<file path="src/rtl/core/radar_frame_parser_top_macros.svh">
// ----------------------------------------------------------------------------
// radar_frame_parser_top_macros
// Assertion helpers shared by the frame parser RTL.
// Each macro expands to one labeled concurrent assertion, reset-qualified.
// ----------------------------------------------------------------------------
`ifndef RADAR_FRAME_PARSER_TOP_MACROS_SVH
`define RADAR_FRAME_PARSER_TOP_MACROS_SVH

// Same-cycle implication
`define RFP_ASSERT_NOW(label, clk, rst_n, ante, cons, msg) \
    label: assert property (@(posedge clk) disable iff (!rst_n) (ante) |-> (cons)) \
        else $error(msg);

// Next-cycle implication
`define RFP_ASSERT_NEXT(label, clk, rst_n, ante, cons, msg) \
    label: assert property (@(posedge clk) disable iff (!rst_n) (ante) |=> (cons)) \
        else $error(msg);

`endif

</file>
<file path="src/rtl/core/rfp_pkg.sv">
// ----------------------------------------------------------------------------
// rfp_pkg
// Shared constants, codes and types of the radar frame parser.
// ----------------------------------------------------------------------------
`default_nettype none

package rfp_pkg;

    // Largest payload a frame may announce
    localparam int MAX_PAYLOAD = 256;
    localparam int LEN_W       = $clog2(MAX_PAYLOAD + 1);

    localparam int CNT_W = 32;
    localparam logic [CNT_W-1:0] CNT_MAX = '1;

    localparam int CFG_IDX_W = 3;

    // Configuration register indexes
    localparam logic [CFG_IDX_W-1:0] CFG_HEART_CTRL  = 3'd0;
    localparam logic [CFG_IDX_W-1:0] CFG_BREATH_CTRL = 3'd1;
    localparam logic [CFG_IDX_W-1:0] CFG_MOTION_CTRL = 3'd2;
    localparam logic [CFG_IDX_W-1:0] CFG_RATE_CMD    = 3'd3;
    localparam logic [CFG_IDX_W-1:0] CFG_MOTION_CMD  = 3'd4;

    // Frame delimiters
    localparam logic [7:0] SYNC_A = 8'h53;
    localparam logic [7:0] SYNC_B = 8'h59;
    localparam logic [7:0] END_A  = 8'h54;
    localparam logic [7:0] END_B  = 8'h43;

    // Per-byte status codes
    localparam logic [2:0] ST_MORE    = 3'd0;
    localparam logic [2:0] ST_OK      = 3'd1;
    localparam logic [2:0] ST_HDR_ERR = 3'd2;
    localparam logic [2:0] ST_LEN_ERR = 3'd3;
    localparam logic [2:0] ST_SUM_ERR = 3'd4;
    localparam logic [2:0] ST_END_ERR = 3'd5;

    // Events from the parser to the statistics block
    typedef struct packed {
        logic             good;
        logic             fmt_err;
        logic             sum_err;
        logic [7:0]       control;
        logic [7:0]       command;
        logic [LEN_W-1:0] length;
        logic [7:0]       first_byte;
    } t_frame_evt;

endpackage

`default_nettype wire

</file>
<file path="src/rtl/core/rfp_parser.sv">
// ----------------------------------------------------------------------------
// rfp_parser
// Byte-serial frame state machine with running 8-bit sum checksum.
// ----------------------------------------------------------------------------
`default_nettype none

`include "radar_frame_parser_top_macros.svh"

module rfp_parser (
    input  wire logic              i_clk,
    input  wire logic              i_rst_n,
    input  wire logic              i_acc,
    input  wire logic [7:0]        i_rx_byte,
    output logic [2:0]             o_status,
    output rfp_pkg::t_frame_evt    o_evt
);

    localparam logic [3:0] PH_IDLE  = 4'd0;
    localparam logic [3:0] PH_HEAD2 = 4'd1;
    localparam logic [3:0] PH_CTRL  = 4'd2;
    localparam logic [3:0] PH_CMD   = 4'd3;
    localparam logic [3:0] PH_LENH  = 4'd4;
    localparam logic [3:0] PH_LENL  = 4'd5;
    localparam logic [3:0] PH_DATA  = 4'd6;
    localparam logic [3:0] PH_SUM   = 4'd7;
    localparam logic [3:0] PH_TAIL1 = 4'd8;
    localparam logic [3:0] PH_TAIL2 = 4'd9;

    logic [3:0]                r_phase,     n_phase;
    logic [7:0]                r_sum,       n_sum;
    logic [7:0]                r_control,   n_control;
    logic [7:0]                r_command,   n_command;
    logic [7:0]                r_len_hi,    n_len_hi;
    logic [rfp_pkg::LEN_W-1:0] r_frame_len, n_frame_len;
    logic [rfp_pkg::LEN_W-1:0] r_pos,       n_pos;
    logic [7:0]                r_first,     n_first;
    logic [15:0]               w_len_full;

    assign w_len_full = {r_len_hi, i_rx_byte};

    always_comb begin
        n_phase     = r_phase;
        n_sum       = r_sum;
        n_control   = r_control;
        n_command   = r_command;
        n_len_hi    = r_len_hi;
        n_frame_len = r_frame_len;
        n_pos       = r_pos;
        n_first     = r_first;
        o_status    = rfp_pkg::ST_MORE;
        o_evt            = '0;
        o_evt.control    = r_control;
        o_evt.command    = r_command;
        o_evt.length     = r_frame_len;
        o_evt.first_byte = r_first;

        case (r_phase)
            PH_HEAD2: begin
                if (i_rx_byte == rfp_pkg::SYNC_B) begin
                    n_sum   = r_sum + i_rx_byte;
                    n_phase = PH_CTRL;
                end else begin
                    o_evt.fmt_err = 1'b1;
                    o_status      = rfp_pkg::ST_HDR_ERR;
                    n_phase       = PH_IDLE;
                end
            end
            PH_CTRL: begin
                n_sum     = r_sum + i_rx_byte;
                n_control = i_rx_byte;
                n_phase   = PH_CMD;
            end
            PH_CMD: begin
                n_sum     = r_sum + i_rx_byte;
                n_command = i_rx_byte;
                n_phase   = PH_LENH;
            end
            PH_LENH: begin
                n_sum    = r_sum + i_rx_byte;
                n_len_hi = i_rx_byte;
                n_phase  = PH_LENL;
            end
            PH_LENL: begin
                n_sum = r_sum + i_rx_byte;
                if (w_len_full > 16'(rfp_pkg::MAX_PAYLOAD)) begin
                    o_evt.fmt_err = 1'b1;
                    o_status      = rfp_pkg::ST_LEN_ERR;
                    n_phase       = PH_IDLE;
                end else begin
                    n_frame_len = w_len_full[rfp_pkg::LEN_W-1:0];
                    n_phase     = (w_len_full == 16'd0) ? PH_SUM : PH_DATA;
                end
            end
            PH_DATA: begin
                n_sum = r_sum + i_rx_byte;
                if (r_pos == '0) begin
                    n_first = i_rx_byte;
                end
                // pos stays below length here, so the increment cannot wrap
                n_pos = r_pos + 1'b1;
                if (n_pos >= r_frame_len) begin
                    n_phase = PH_SUM;
                end
            end
            PH_SUM: begin
                if (r_sum != i_rx_byte) begin
                    o_evt.sum_err = 1'b1;
                    o_status      = rfp_pkg::ST_SUM_ERR;
                    n_phase       = PH_IDLE;
                end else begin
                    n_phase = PH_TAIL1;
                end
            end
            PH_TAIL1: begin
                if (i_rx_byte == rfp_pkg::END_A) begin
                    n_phase = PH_TAIL2;
                end else begin
                    o_evt.fmt_err = 1'b1;
                    o_status      = rfp_pkg::ST_END_ERR;
                    n_phase       = PH_IDLE;
                end
            end
            PH_TAIL2: begin
                if (i_rx_byte == rfp_pkg::END_B) begin
                    o_evt.good = 1'b1;
                    o_status   = rfp_pkg::ST_OK;
                end else begin
                    o_evt.fmt_err = 1'b1;
                    o_status      = rfp_pkg::ST_END_ERR;
                end
                n_phase = PH_IDLE;
            end
            default: begin
                // idle and unused codes hunt for the first sync byte
                if (i_rx_byte == rfp_pkg::SYNC_A) begin
                    n_sum   = i_rx_byte;
                    n_pos   = '0;
                    n_phase = PH_HEAD2;
                end else begin
                    n_phase = PH_IDLE;
                end
            end
        endcase
    end

    always_ff @(posedge i_clk) begin
        if (!i_rst_n) begin
            r_phase <= PH_IDLE;
        end else if (i_acc) begin
            r_phase <= n_phase;
        end
    end

    always_ff @(posedge i_clk) begin
        if (i_acc) begin
            r_sum       <= n_sum;
            r_control   <= n_control;
            r_command   <= n_command;
            r_len_hi    <= n_len_hi;
            r_frame_len <= n_frame_len;
            r_pos       <= n_pos;
            r_first     <= n_first;
        end
    end

    `RFP_ASSERT_NOW(a_sum_pos_done, i_clk, i_rst_n, r_phase == PH_SUM,
        r_pos == r_frame_len, "checksum phase reached with payload count short")
    `RFP_ASSERT_NOW(a_data_pos_bound, i_clk, i_rst_n, r_phase == PH_DATA,
        r_pos < r_frame_len, "payload count ran past frame length")
    `RFP_ASSERT_NEXT(a_good_from_tail, i_clk, i_rst_n, i_acc && o_evt.good,
        r_phase == PH_IDLE, "parser did not return to idle after a good frame")

endmodule

`default_nettype wire

</file>
<file path="src/rtl/core/rfp_stats.sv">
// ----------------------------------------------------------------------------
// rfp_stats
// Code registers, saturating frame/error counters and latched report values.
// ----------------------------------------------------------------------------
`default_nettype none

module rfp_stats (
    input  wire logic                          i_clk,
    input  wire logic                          i_rst_n,
    input  wire logic                          i_cfg_wr,
    input  wire logic [rfp_pkg::CFG_IDX_W-1:0] i_cfg_index,
    input  wire logic [7:0]                    i_cfg_data,
    input  wire logic                          i_acc,
    input  rfp_pkg::t_frame_evt                i_evt,
    output logic signed [8:0]                  o_heart_rate,
    output logic signed [8:0]                  o_breath_rate,
    output logic signed [8:0]                  o_motion_level,
    output logic [rfp_pkg::CNT_W-1:0]          o_good_frames,
    output logic [rfp_pkg::CNT_W-1:0]          o_format_errors,
    output logic [rfp_pkg::CNT_W-1:0]          o_sum_errors,
    output logic [7:0]                         o_last_control,
    output logic [7:0]                         o_last_command,
    output logic [15:0]                        o_last_length
);

    logic [7:0] r_heart_ctrl, r_breath_ctrl, r_motion_ctrl, r_rate_cmd, r_motion_cmd;

    logic signed [8:0]         r_heart,  n_heart;
    logic signed [8:0]         r_breath, n_breath;
    logic signed [8:0]         r_motion, n_motion;
    logic [rfp_pkg::CNT_W-1:0] r_good,   n_good;
    logic [rfp_pkg::CNT_W-1:0] r_fmt,    n_fmt;
    logic [rfp_pkg::CNT_W-1:0] r_sumerr, n_sumerr;
    logic [7:0]                r_last_ctrl, n_last_ctrl;
    logic [7:0]                r_last_cmd,  n_last_cmd;
    logic [rfp_pkg::LEN_W-1:0] r_last_len,  n_last_len;
    logic signed [8:0]         w_value;

    always_ff @(posedge i_clk) begin
        if (!i_rst_n) begin
            r_heart_ctrl  <= '0;
            r_breath_ctrl <= '0;
            r_motion_ctrl <= '0;
            r_rate_cmd    <= '0;
            r_motion_cmd  <= '0;
        end else if (i_cfg_wr) begin
            case (i_cfg_index)
                rfp_pkg::CFG_HEART_CTRL:  r_heart_ctrl  <= i_cfg_data;
                rfp_pkg::CFG_BREATH_CTRL: r_breath_ctrl <= i_cfg_data;
                rfp_pkg::CFG_MOTION_CTRL: r_motion_ctrl <= i_cfg_data;
                rfp_pkg::CFG_RATE_CMD:    r_rate_cmd    <= i_cfg_data;
                rfp_pkg::CFG_MOTION_CMD:  r_motion_cmd  <= i_cfg_data;
                default: ;
            endcase
        end
    end

    assign w_value = $signed({1'b0, i_evt.first_byte});

    always_comb begin
        n_heart     = r_heart;
        n_breath    = r_breath;
        n_motion    = r_motion;
        n_good      = r_good;
        n_fmt       = r_fmt;
        n_sumerr    = r_sumerr;
        n_last_ctrl = r_last_ctrl;
        n_last_cmd  = r_last_cmd;
        n_last_len  = r_last_len;

        if (i_evt.fmt_err && r_fmt != rfp_pkg::CNT_MAX) begin
            n_fmt = r_fmt + 1'b1;
        end
        if (i_evt.sum_err && r_sumerr != rfp_pkg::CNT_MAX) begin
            n_sumerr = r_sumerr + 1'b1;
        end
        if (i_evt.good) begin
            if (r_good != rfp_pkg::CNT_MAX) begin
                n_good = r_good + 1'b1;
            end
            n_last_ctrl = i_evt.control;
            n_last_cmd  = i_evt.command;
            n_last_len  = i_evt.length;
            // first match wins when codes coincide
            if (i_evt.length != '0) begin
                if (i_evt.control == r_heart_ctrl && i_evt.command == r_rate_cmd) begin
                    n_heart = w_value;
                end else if (i_evt.control == r_breath_ctrl
                             && i_evt.command == r_rate_cmd) begin
                    n_breath = w_value;
                end else if (i_evt.control == r_motion_ctrl
                             && i_evt.command == r_motion_cmd) begin
                    n_motion = w_value;
                end
            end
        end
    end

    always_ff @(posedge i_clk) begin
        if (!i_rst_n) begin
            r_heart     <= '1;
            r_breath    <= '1;
            r_motion    <= '1;
            r_good      <= '0;
            r_fmt       <= '0;
            r_sumerr    <= '0;
            r_last_ctrl <= '0;
            r_last_cmd  <= '0;
            r_last_len  <= '0;
        end else if (i_acc) begin
            r_heart     <= n_heart;
            r_breath    <= n_breath;
            r_motion    <= n_motion;
            r_good      <= n_good;
            r_fmt       <= n_fmt;
            r_sumerr    <= n_sumerr;
            r_last_ctrl <= n_last_ctrl;
            r_last_cmd  <= n_last_cmd;
            r_last_len  <= n_last_len;
        end
    end

    assign o_heart_rate    = r_heart;
    assign o_breath_rate   = r_breath;
    assign o_motion_level  = r_motion;
    assign o_good_frames   = r_good;
    assign o_format_errors = r_fmt;
    assign o_sum_errors    = r_sumerr;
    assign o_last_control  = r_last_ctrl;
    assign o_last_command  = r_last_cmd;
    assign o_last_length   = 16'(r_last_len);

endmodule

`default_nettype wire

</file>
<file path="src/rtl/core/radar_frame_parser_top.sv">
// ----------------------------------------------------------------------------
// radar_frame_parser_top
// Byte-stream parser for sync/control/command/length/payload/sum/tail frames.
// ----------------------------------------------------------------------------
// One received byte is taken per request and one status result is returned
// for it in the cycle after acceptance. The block accepts a byte every cycle:
// the whole per-byte step (phase update, running checksum, counter bump) is
// one pass through the parser state machine into the state and result
// registers, so throughput is one byte per clock as long as the result side
// is not stalled. Counters and latched report values are shown with every
// result; they reflect the byte that produced that result. Code registers are
// written through the config port, which is always ready.
`default_nettype none

`include "radar_frame_parser_top_macros.svh"

module radar_frame_parser_top (
    input  wire logic                          i_clk,
    input  wire logic                          i_rst_n,
    // config write channel
    input  wire logic                          i_cfg_valid,
    output logic                               o_cfg_ready,
    input  wire logic [rfp_pkg::CFG_IDX_W-1:0] i_cfg_index,
    input  wire logic [7:0]                    i_cfg_data,
    // byte input
    input  wire logic                          i_in_valid,
    output logic                               o_in_stall,
    input  wire logic [7:0]                    i_rx_byte,
    // result output
    output logic                               o_out_valid,
    input  wire logic                          i_out_stall,
    output logic [2:0]                         o_status,
    output logic signed [8:0]                  o_heart_rate,
    output logic signed [8:0]                  o_breath_rate,
    output logic signed [8:0]                  o_motion_level,
    output logic [rfp_pkg::CNT_W-1:0]          o_good_frames,
    output logic [rfp_pkg::CNT_W-1:0]          o_format_errors,
    output logic [rfp_pkg::CNT_W-1:0]          o_sum_errors,
    output logic [7:0]                         o_last_control,
    output logic [7:0]                         o_last_command,
    output logic [15:0]                        o_last_length
);

    logic                r_out_vld;
    logic [2:0]          r_status;
    logic [2:0]          w_status;
    logic                w_in_acc;
    rfp_pkg::t_frame_evt w_evt;

    assign o_cfg_ready = 1'b1;
    // a pending result only blocks input while it is being held back
    assign o_in_stall  = r_out_vld && i_out_stall;
    assign w_in_acc    = i_in_valid && !o_in_stall;

    rfp_parser u_parser (
        .i_clk     (i_clk),
        .i_rst_n   (i_rst_n),
        .i_acc     (w_in_acc),
        .i_rx_byte (i_rx_byte),
        .o_status  (w_status),
        .o_evt     (w_evt)
    );

    rfp_stats u_stats (
        .i_clk           (i_clk),
        .i_rst_n         (i_rst_n),
        .i_cfg_wr        (i_cfg_valid),
        .i_cfg_index     (i_cfg_index),
        .i_cfg_data      (i_cfg_data),
        .i_acc           (w_in_acc),
        .i_evt           (w_evt),
        .o_heart_rate    (o_heart_rate),
        .o_breath_rate   (o_breath_rate),
        .o_motion_level  (o_motion_level),
        .o_good_frames   (o_good_frames),
        .o_format_errors (o_format_errors),
        .o_sum_errors    (o_sum_errors),
        .o_last_control  (o_last_control),
        .o_last_command  (o_last_command),
        .o_last_length   (o_last_length)
    );

    always_ff @(posedge i_clk) begin
        if (!i_rst_n) begin
            r_out_vld <= 1'b0;
        end else if (w_in_acc) begin
            r_out_vld <= 1'b1;
        end else if (!i_out_stall) begin
            r_out_vld <= 1'b0;
        end
    end

    always_ff @(posedge i_clk) begin
        if (w_in_acc) begin
            r_status <= w_status;
        end
    end

    assign o_out_valid = r_out_vld;
    assign o_status    = r_status;

    `RFP_ASSERT_NEXT(a_good_counts, i_clk, i_rst_n, w_in_acc && w_evt.good,
        o_good_frames != $past(o_good_frames) || o_good_frames == rfp_pkg::CNT_MAX,
        "good frame not counted")
    `RFP_ASSERT_NOW(a_hdr_err_counted, i_clk, i_rst_n,
        o_out_valid && o_status == rfp_pkg::ST_HDR_ERR,
        o_format_errors != '0, "header error shown with zero format count")
    `RFP_ASSERT_NEXT(a_result_follows, i_clk, i_rst_n, w_in_acc,
        o_out_valid && o_status == $past(w_status), "accepted byte left no result")

endmodule

`default_nettype wire

</file>
<file path="config.mk">
export PLATFORM = sky130hd
export DESIGN_NAME = radar_frame_parser_top
export DESIGN_NICKNAME = d
export VERILOG_FILES = /design/src/rtl/core/rfp_pkg.sv /design/src/rtl/core/rfp_parser.sv /design/src/rtl/core/rfp_stats.sv /design/src/rtl/core/radar_frame_parser_top.sv
export VERILOG_INCLUDE_DIRS = /design/src /design/src/rtl/core
export SDC_FILE = /design/constraint.sdc
export NUM_CORES = 1
export LEC_CHECK = 0
export ABC_AREA = 1
export BUFFER_PORTS_ARGS = -buffer_cell sky130_fd_sc_hd__buf_4
export CAP_MARGIN = 20
export CORE_ASPECT_RATIO = 1.1
export CORE_UTILIZATION = 50
export CTS_CLUSTER_SIZE = 28
export DETAILED_ROUTE_END_ITERATION = 7
export PLACE_DENSITY = 0.78
export SYNTH_ARGS = -nofsm -noshare
export SYNTH_HDL_FRONTEND = slang
export SYNTH_SLANG_ARGS = --single-unit
export TNS_END_PERCENT = 30
</file>
<file path="constraint.sdc">
create_clock -name i_clk -period 3.85 [get_ports i_clk]
set_input_delay 0.1925 -clock i_clk [delete_from_list [all_inputs] [get_ports i_clk]]
set_output_delay 0.1925 -clock i_clk [all_outputs]
set_load 0.05 [all_outputs]
</file>
Word level (Yosys, flattened, before mapping)
Index checks and enable logic that the tools add are counted.
W data, S select, Z words.

storage, ports and cells
  register bits after elaboration = 254
  input port bits = 24

cells by class
  bitwise logic cells = 5
  eq/ne operators = 29
  $add $sub $neg = 5
  $lt $le $gt $ge = 2
  reduce and logical (&&, ||, !) cells = 37
  muxes and demuxes = 30

operator list
  kind                     number
  $add A32 B1 Y32 const B  3
  $ne A32 B32 Y1 const B   3
  $eq A8 B8 Y1             5
  $pmux W4 S9              1
  $eq A8 B7 Y1 const B     4
  $pmux W8 S3              1
  $reduce_and A2 Y1        12
  $pmux W9 S2              1
  $eq A4 B3 Y1 const B     4
  $gt A16 B9 Y1 const B    1
  $logic_not A16 Y1        1
  $mux W4                  4
  $mux W8                  2
  $pmux W3 S5              1
  $mux W1                  12
  $reduce_and A3 Y1        4
  $add A9 B1 Y9 const B    1
  $ge A9 B9 Y1             1
  $logic_not A9 Y1         1
  $mux W3                  3
  $mux W9                  1
  $reduce_bool A9 Y1       1
  $add A8 B8 Y8            1
  $eq A4 B2 Y1 const B     2
  21 further kinds         38

Longest topological paths before layout
Gate-level depths: netlist (run 1).

  depth after elaboration = 5
  depth in mapped cells = 17
  depth with buffers taken out = 17

By module
A second synthesis (run 1) with hierarchy kept.

second synthesis, totals
  cell total of the unflattened synthesis = 1,908
  area total of the unflattened synthesis = 13,529.2 µm²

by module, submodules not included
  module                  cells an instance  area an instance (µm²)  instances  seq. area each (µm²)
  rfp_stats               1,550              10,108.4                1          3,763.6
  rfp_parser              346                3,266.9                 1          1,821.7
  radar_frame_parser_top  12                 153.9                   1          110.1

Worst setup path after synthesis (run 1)
OpenSTA, ideal clock, no wires.

  path type = flip-flop to flip-flop
  start = reg r_out_vld (netlist: o_out_valid)
  end = reg u_parser.r_pos[0] in the netlist's numbering (enable)
  path buffers = 1
  cell stages (with the launch flop) = 7
  arrival = 2,110 ps
  path slack = 1,350 ps
  required time = 3,460 ps
  path through = dfxtp_1 > nand2_1 > nand2_1 > clkinv_1 > clkbuf_1 > nand2_1 > a211oi_1

between the ends
  word-level cells in the longest chain between the ends = 4

RTL lines
  what                         RTL line                      source
  start: declaration           radar_frame_parser_top.sv:44  logic r_out_vld;
  start signal: assignment     radar_frame_parser_top.sv:85  r_out_vld <= 1'b0;
  start signal: assignment     radar_frame_parser_top.sv:87  r_out_vld <= 1'b1;
  start signal: assignment     radar_frame_parser_top.sv:89  r_out_vld <= 1'b0;
  $logic_and A1 B1 Y1          radar_frame_parser_top.sv:52  assign o_in_stall = r_out_vld && i_out_stall;
  $logic_not A1 Y1             radar_frame_parser_top.sv:53  assign w_in_acc = i_in_valid && !o_in_stall;
  $logic_and A1 B1 Y1          radar_frame_parser_top.sv:53
  $reduce_and A3 Y1 (no line)  -
  end signal: assignment       rfp_parser.sv:161             r_pos <= n_pos;
  end: declaration             rfp_parser.sv:35              logic [rfp_pkg::LEN_W-1:0] r_pos, n_pos;

Every way passes these cells.
A chain may end at the register's enable or synchronous reset.

Worst setup path after layout (run 1)
  start = reg u_stats.r_good (netlist bit u_stats.o_good_frames[0])
  end = reg u_stats.r_good (netlist bit u_stats.o_good_frames[8])

between the ends
  word-level cells in the longest chain between the ends = 2
  elaborated cells on any way between the ends = 3
  classes of those cells = add/sub (1); eq/ne (1); reduce/logical (1)

RTL lines
  what                                                     RTL line          source
  start: declaration                                       rfp_stats.sv:31   logic [rfp_pkg::CNT_W-1:0] r_good, n_good;
  start signal: assignment                                 rfp_stats.sv:114  r_good <= n_good;
  branches (longest 2 deep; another with $add A32 B1 Y32)  -

Parallel ways; which one is timed is not known.

==> results of run 1 <==
[stage by stage]
stage	power, mW	worst slack [ps]	util	area, um^2	hold slack [ps]
finish	5.77	1110	0.616	15700	160
detailed placement	3.22	1130	0.575	14600	437
global placement	3.22	1190	0.575	14600	429
CTS	5.80	1120	0.616	15700	136
global route	5.96	773	0.616	15700	183
floorplan	3.12	1350	-	13100	291
[worst max-delay path: cells and delay by family, from the launching register on]
family | cells | cell delay [ps]
buffers and inverters | 2 | 810
and+or+nand+nor | 6 | 720
DFF | 1 | 450
AOI/OAI and AO/OA | 2 | 310
adders and majority gates | 1 | 270
[cells in the mapped netlist, types with 2 or more instances]
master	n	share of area
nand4_1	57	0.027
nor2_4	2	0.0017
edfxtp_1	61	0.14
xnor2_1	27	0.018
nand3_2	3	0.0023
and3_1	2	0.00096
nor3_1	44	0.017
and2_0	2	0.00096
ha_1	21	0.020
nand2_2	2	0.00096
a31oi_1	2	0.00096
nor2_1	277	0.079
buf_4	14	0.0080
clkbuf_1	35	0.010
nand3b_1	25	0.014
nand3_1	84	0.032
clkinv_1	2	0.00057
inv_1	135	0.039
inv_2	4	0.0011
dfxtp_1	193	0.30
or2_2	5	0.0024
buf_2	11	0.0042
o21ai_0	81	0.031
conb_1	2	0.00057
a21oi_1	137	0.052
xor2_1	62	0.041
nand2_1	513	0.15
[kinds of logic (layout without fill, tap and decap cells)]
group	after synthesis	in the layout	synth area share
buffers and inverters	202	396	0.0631
other	2	8	0.000574
DFF	254	254	0.435
and+or+nand+nor	1022	1022	0.331
xor gates and xnor gates	89	89	0.0596
AOI/OAI and AO/OA	226	226	0.0887
adders and majority gates	22	22	0.0216
[final timing paths]
kind	end	depth (start not counted)
min reg2reg	u_stats.o_motion_level[8]	2
max	u_stats.o_good_frames[8]	11
max reg2reg	u_stats.o_good_frames[8]	11
min	u_parser.r_phase[3]	3
[flip-flops by register name, indices dropped and copies added, names as in the netlist, 9 cells and up]
register                 cells
u_parser.r_frame_len         9
u_stats.o_format_errors     32
u_stats.o_motion_level       9
u_stats.o_sum_errors        32
u_stats.r_last_len           9
u_stats.o_good_frames       32
u_stats.o_heart_rate         9
u_stats.o_breath_rate        9
u_parser.r_pos               9
[final cells by class]
| type | instances | area, um^2 |
|---|---|---|
| tap | 346 | 433 |
| timing repair buffer | 204 | 1570 |
| clock buffer | 36 | 773 |
| sequential | 254 | 5700 |
| multi-input combinational | 1367 | 6590 |
| inverter | 142 | 534 |
| fill | 2340 | 9790 |
| clock inverter | 14 | 111 |
[power by group]
group | switching [mW] | internal (mW)
sequential | 0.0256 | 2.77
clock | 1.10 | 1.49
combinational | 0.271 | 0.119
[layout by cell type, fill, tap and decap left out, types with 27 or more instances in the layout]
cell type | netlist | final
nand4_1 | 57 | 57
nor3_1 | 44 | 44
inv_1 | 135 | 135
dfxtp_1 | 193 | 193
nand2_1 | 513 | 513
xor2_1 | 62 | 62
xnor2_1 | 27 | 27
o21ai_0 | 81 | 81
buf_4 | 14 | 186
edfxtp_1 | 61 | 61
a21oi_1 | 137 | 137
nand3_1 | 84 | 84
nor2_1 | 277 | 277
clkbuf_16 | 0 | 30
[routing by layer]
layer	vias up	wire [um]
li1	6267	-
met1	5754	15300
met2	411	16300
met3	69	2160
met4	0	810
met5	-	0
==> results.sh, run 1 <==
export IMPL_crit_type="reg2reg"
export IMPL_tns_ps=0
export IMPL_r2r_setup_slack_ps=1110
export IMPL_crit_path_max_incr_delay_ps=500
export IMPL_firstDrtPassIters=5
export IMPL_final_hold_violation_count=0
export IMPL_gr_max_usage_layer="met2"
export IMPL_ctsResizeCount=0
export IMPL_io_buffers=176
export IMPL_grtUsageMet1=0.333
export IMPL_clock_path_buffers=3
export IMPL_min_from="i_rst_n"
export IMPL_vias=12500
export IMPL_maxCapViolCount=0
export IMPL_critPathLaunchType="flop"
export IMPL_crit_path_end_kind="flop"
export IMPL_finalSetupViolCount=0
export IMPL_die_area_mm2=0.0268
export IMPL_gr_total_overflow=0
export IMPL_grt_usage=0.255
export IMPL_async_flop_share=0
export IMPL_crit_chain="ha_1, nand2_1, nor2_1, nand2_1, nor2_1, nand2_1, nand2_1, buf_4, inv_1, o21ai_0, a21oi_1"
export IMPL_slowest_stage="inv_1"
export IMPL_drt_iter0_drc=802
export IMPL_routed_wirelength_um=34600
export IMPL_ys_ff_latch=254
export IMPL_numCtsBuffers=27
export IMPL_ys_types=41
export IMPL_worstSetupStartpoint="u_stats.o_good_frames[0]"
export IMPL_antenna_found_initial=0
export IMPL_worstPathMaxFanout=33
export IMPL_fmax_ghz=0.366
export IMPL_clkSinkCount=254
export IMPL_synth_cells=1817
export IMPL_ys_flop_type="dfxtp_1"
export IMPL_syn_cell_area_mm2=0.0131
export IMPL_max_slew_worst_pin_slew_ps=1130
export IMPL_postCtsHoldBufs=17
export IMPL_grt_pass1_vias=11700
export IMPL_synth_edf_count=61
export IMPL_synth_warnings=0
export IMPL_fin_cells=2363
export IMPL_grt_use_met2=0.438
export IMPL_start_util=0.513
export IMPL_required_ps=4220
export IMPL_place_congestion=0.969
export IMPL_arrival_ps=3110
export IMPL_dp_hpwl_um=24400
export IMPL_clock_root_buffer="clkbuf_16"
export IMPL_crit_path_frequent_cell="nand2_1"
export IMPL_drc_errors=0
export IMPL_clk_pin_slew_ps=60
export IMPL_grt_max_degree=64
export IMPL_syn_area_per_cell_um2=7.20
export IMPL_regToRegStartpoint="u_stats.o_good_frames[0]"
export IMPL_status="completed"
export IMPL_areaGrowthSynthToFinish_pct=20.0
export IMPL_via_per_inst=5.29
export IMPL_maxSlewHeadroom=0.240
export IMPL_row_count=61
export IMPL_irDropWorstVdd_uv=218
export IMPL_period_needed_ps=2740
export IMPL_tritoncts="built"
export IMPL_dieHeight_um=172
export IMPL_drive_gt1_frac=0.125
export IMPL_ios=185
export IMPL_synth_seq_area_share=0.435
export IMPL_antenna_left=0
export IMPL_hp_class="in2reg"
export IMPL_p_leak_nw=6.43
export IMPL_nets=2042
export IMPL_finalMaxSlewViolations=0
export IMPL_dieWidth_um=156
export IMPL_post_route_period_util=0.711
export IMPL_post_cts_repair_setup_buffers=0
export IMPL_power_density_mw_per_mm2=368
export IMPL_grt_pass1_wl_um=55900
export IMPL_post_drt_wl_per_cell_um=14.6
export IMPL_rsz0062_at_grt="no"
export IMPL_met3_usage=0.0340
export IMPL_htreeDepth=1
export IMPL_dpl_cell_count=2295
export IMPL_fin_worst_skew_ps=16.5
export IMPL_diodes=0
export IMPL_core_region_area_mm2=0.0255
export IMPL_clk_latency_ps=540
Note: power is estimated with default switching activity, not from simulation.
==> run 2: changes to the inputs <==
- PLACE_DENSITY: 0.78 -> 0.81
- clock period: 3.85 -> 2.2 ns (I/O delays scaled with it)
==> run 2 against run 1 <==
- highest routed layer unchanged
- global-route usage grew 1.0 points
- the run now ends with negative setup slack left
- design area grew 3.4%
- clock skew grew 12 ps
- setup slack lost 1400 ps
- power grew 73%
- flip-flop and latch count is the same
- combinational power grew 84%
- via count grew 2.6%
- critical endpoint is now u_parser.r_phase[0]
- routed wire length grew 3.1%
- clock-buffer cell count is the same
==> results.sh, run 2 (same netlist as run 1, synthesis figures left out) <==
export IMPL_status="complete, but fails checks"
export IMPL_violations="negative setup slack"
export IMPL_irDropWorstVdd_uv=613
export IMPL_crit_path_end_kind="flop"
export IMPL_critPathLaunchType="flop"
export IMPL_maxCapViolCount=0
export IMPL_vias=12800
export IMPL_ios=185
export IMPL_fin_worst_skew_ps=28.9
export IMPL_row_count=61
export IMPL_tritoncts="built"
export IMPL_nets=2093
export IMPL_dieHeight_um=172
export IMPL_place_congestion=0.941
export IMPL_drive_gt1_frac=0.158
export IMPL_firstDrtPassIters=5
export IMPL_period_needed_ps=2480
export IMPL_regToRegStartpoint="u_parser.r_pos[1]"
export IMPL_p_int_mw=7.52
export IMPL_place_area_mm2=0.0151
export IMPL_core_region_area_mm2=0.0255
export IMPL_hp_class="in2reg"
export IMPL_clock_path_buffers=3
export IMPL_multi_input_comb_area_mm2=0.00672
export IMPL_arrival_ps=2930
export IMPL_via_per_inst=5.31
export IMPL_htreeDepth=1
export IMPL_min_from="i_rst_n"
export IMPL_final_cell_mix="509 x nand2_1, 272 x nor2_1, 232 x buf_4"
export IMPL_r2r_setup_slack_ps=-280
export IMPL_required_ps=2650
export IMPL_grt_pass1_wl_um=58100
export IMPL_antenna_found_initial=0
export IMPL_areaGrowthSynthToFinish_pct=24.1
export IMPL_finalMaxSlewViolations=0
export IMPL_diodes=0
export IMPL_hold_path_endpoint="u_stats.o_heart_rate[8]"
export IMPL_sequentialPowerShare=0.491
export IMPL_routed_wirelength_um=35600
export IMPL_max_slew_worst_pin_slew_ps=695
export IMPL_tns_ps=-972
export IMPL_switchingPower_mw=2.46
export IMPL_hold_depth=2
export IMPL_seqCellArea_mm2=0.00570
export IMPL_post_drt_wl_per_cell_um=14.8
export IMPL_clk_latency_ps=560
export IMPL_numCtsBuffers=28
export IMPL_final_hold_violation_count=0
export IMPL_power_density_mw_per_mm2=614
export IMPL_fmax_ghz=0.403
export IMPL_worstPathMaxFanout=4
export IMPL_io_buffers=176
export IMPL_antenna_left=0
export IMPL_pre_cts_slack_ps=-272
export IMPL_rsz0062_at_grt="yes"
export IMPL_drt_iter0_drc=1073
export IMPL_maxSlewHeadroom=0.536
export IMPL_start_util=0.513
export IMPL_finalSetupViolCount=4
export IMPL_p_sw_frac=0.246
export IMPL_grt_usage=0.265
export IMPL_reg2reg_to="u_parser.r_phase[0]"
export IMPL_grt_pass1_vias=12100
export IMPL_clockPowerShare=0.438
export IMPL_dp_hpwl_um=25300
export IMPL_fillers=2206
export IMPL_grt_max_degree=79
export IMPL_r2r_cells=16
export IMPL_crit_type="reg2reg"
export IMPL_clkSinkCount=254
export IMPL_dieWidth_um=156
export IMPL_clock_root_buffer="clkbuf_16"
export IMPL_final_common_cell="nand2_1"
export IMPL_clk_pin_slew_ps=60
export IMPL_post_route_period_util=1.13
export IMPL_gr_total_overflow=0
export IMPL_power_frac_comb=0.072
export IMPL_p_leak_nw=6.68
export IMPL_setup_ws_ps=-280
export IMPL_drc_errors=0
export IMPL_fin_area_mm2=0.0162
export IMPL_die_area_mm2=0.0268
==> run 2: repair_timing <==
action	CTS	global route
setup endpoints to repair	4	78
endpoints found under the hold margin	79	0
buffers inserted	3	1
resized for setup	6	17
pin swaps	6	8
hold buffers	17	0
==> run 2: layer usage <==
metal  wire length (um)  up-vias  global-route usage  share of wire
li1                   -     6378                   -              -
met1              15400     5923               0.342           0.43
met2              17100      455               0.459           0.48
met3               2260       70              0.0350          0.063
met4                827        0              0.0853          0.023
met5                  0        -                   0              0
==> run 2: worst max-delay path: stages, from the launching register on <==
cell and delay [ps]:
edfxtp_1 370, ha_2 200, nand2_2 60, inv_2 70
nand4_1 110, nand3b_1 230, xor2_2 190, inv_2 60
ha_4 220, a21oi_2 120, o21ai_1 60, a21oi_1 110
nand4_1 220, nand2_2 160, nand2_1 70, nand2_1 60
nor2_1 60
==> run 2: layout make-up <==
| class | instances | share of cell area |
|---|---|---|
| Clock buffer | 36 | 0.0468 |
| Clock inverter | 15 | 0.00578 |
| Inverter | 142 | 0.0329 |
| Multi-Input combinational cell | 1367 | 0.414 |
| Sequential cell | 254 | 0.351 |
| Tap cell | 346 | 0.0267 |
| Timing Repair Buffer | 254 | 0.123 |
==> run 2: worst max-delay path by stage <==
stage | from | to | slack, ps | depth (start not counted)
2_1_floorplan | u_parser.r_pos[0] | u_parser.r_phase[1] | -50 | 16
3_3_place_gp | u_parser.r_pos[1] | u_parser.r_phase[0] | -140 | 16
3_5_place_dp | u_parser.r_pos[1] | u_parser.r_phase[0] | -270 | 16
4_1_cts | u_parser.r_pos[1] | u_parser.r_phase[0] | -220 | 16
5_1_grt | u_parser.r_pos[1] | u_parser.r_phase[1] | -510 | 16
6_report | u_parser.r_pos[1] | u_parser.r_phase[0] | -280 | 16
==> run 2: power groups by stage <==
| stage | Sequential (mW) | Clock, mW | Combinational (mW) |
|---|---|---|---|
| after floorplan | 5.01 | 0 | 0.444 |
| after global placement | 4.99 | 0 | 0.665 |
| after detailed placement | 4.99 | 0 | 0.678 |
| after CTS | 4.89 | 4.42 | 0.708 |
| after global routing | 4.90 | 4.64 | 0.791 |
| final | 4.90 | 4.37 | 0.716 |
==> run 2: through the flow <==
| stage | utilization | total power [mW] | cells | hold slack, ps |
|---|---|---|---|---|
| floorplan | - | 5.46 | 1823 | 209 |
| global placement | 0.592 | 5.66 | 2342 | 394 |
| detailed placement | 0.592 | 5.67 | 2342 | 394 |
| CTS | 0.634 | 10.0 | 2413 | 66.3 |
| global route | 0.637 | 10.3 | 2414 | 82.4 |
| finish | 0.637 | 9.98 | 2414 | 78.2 |
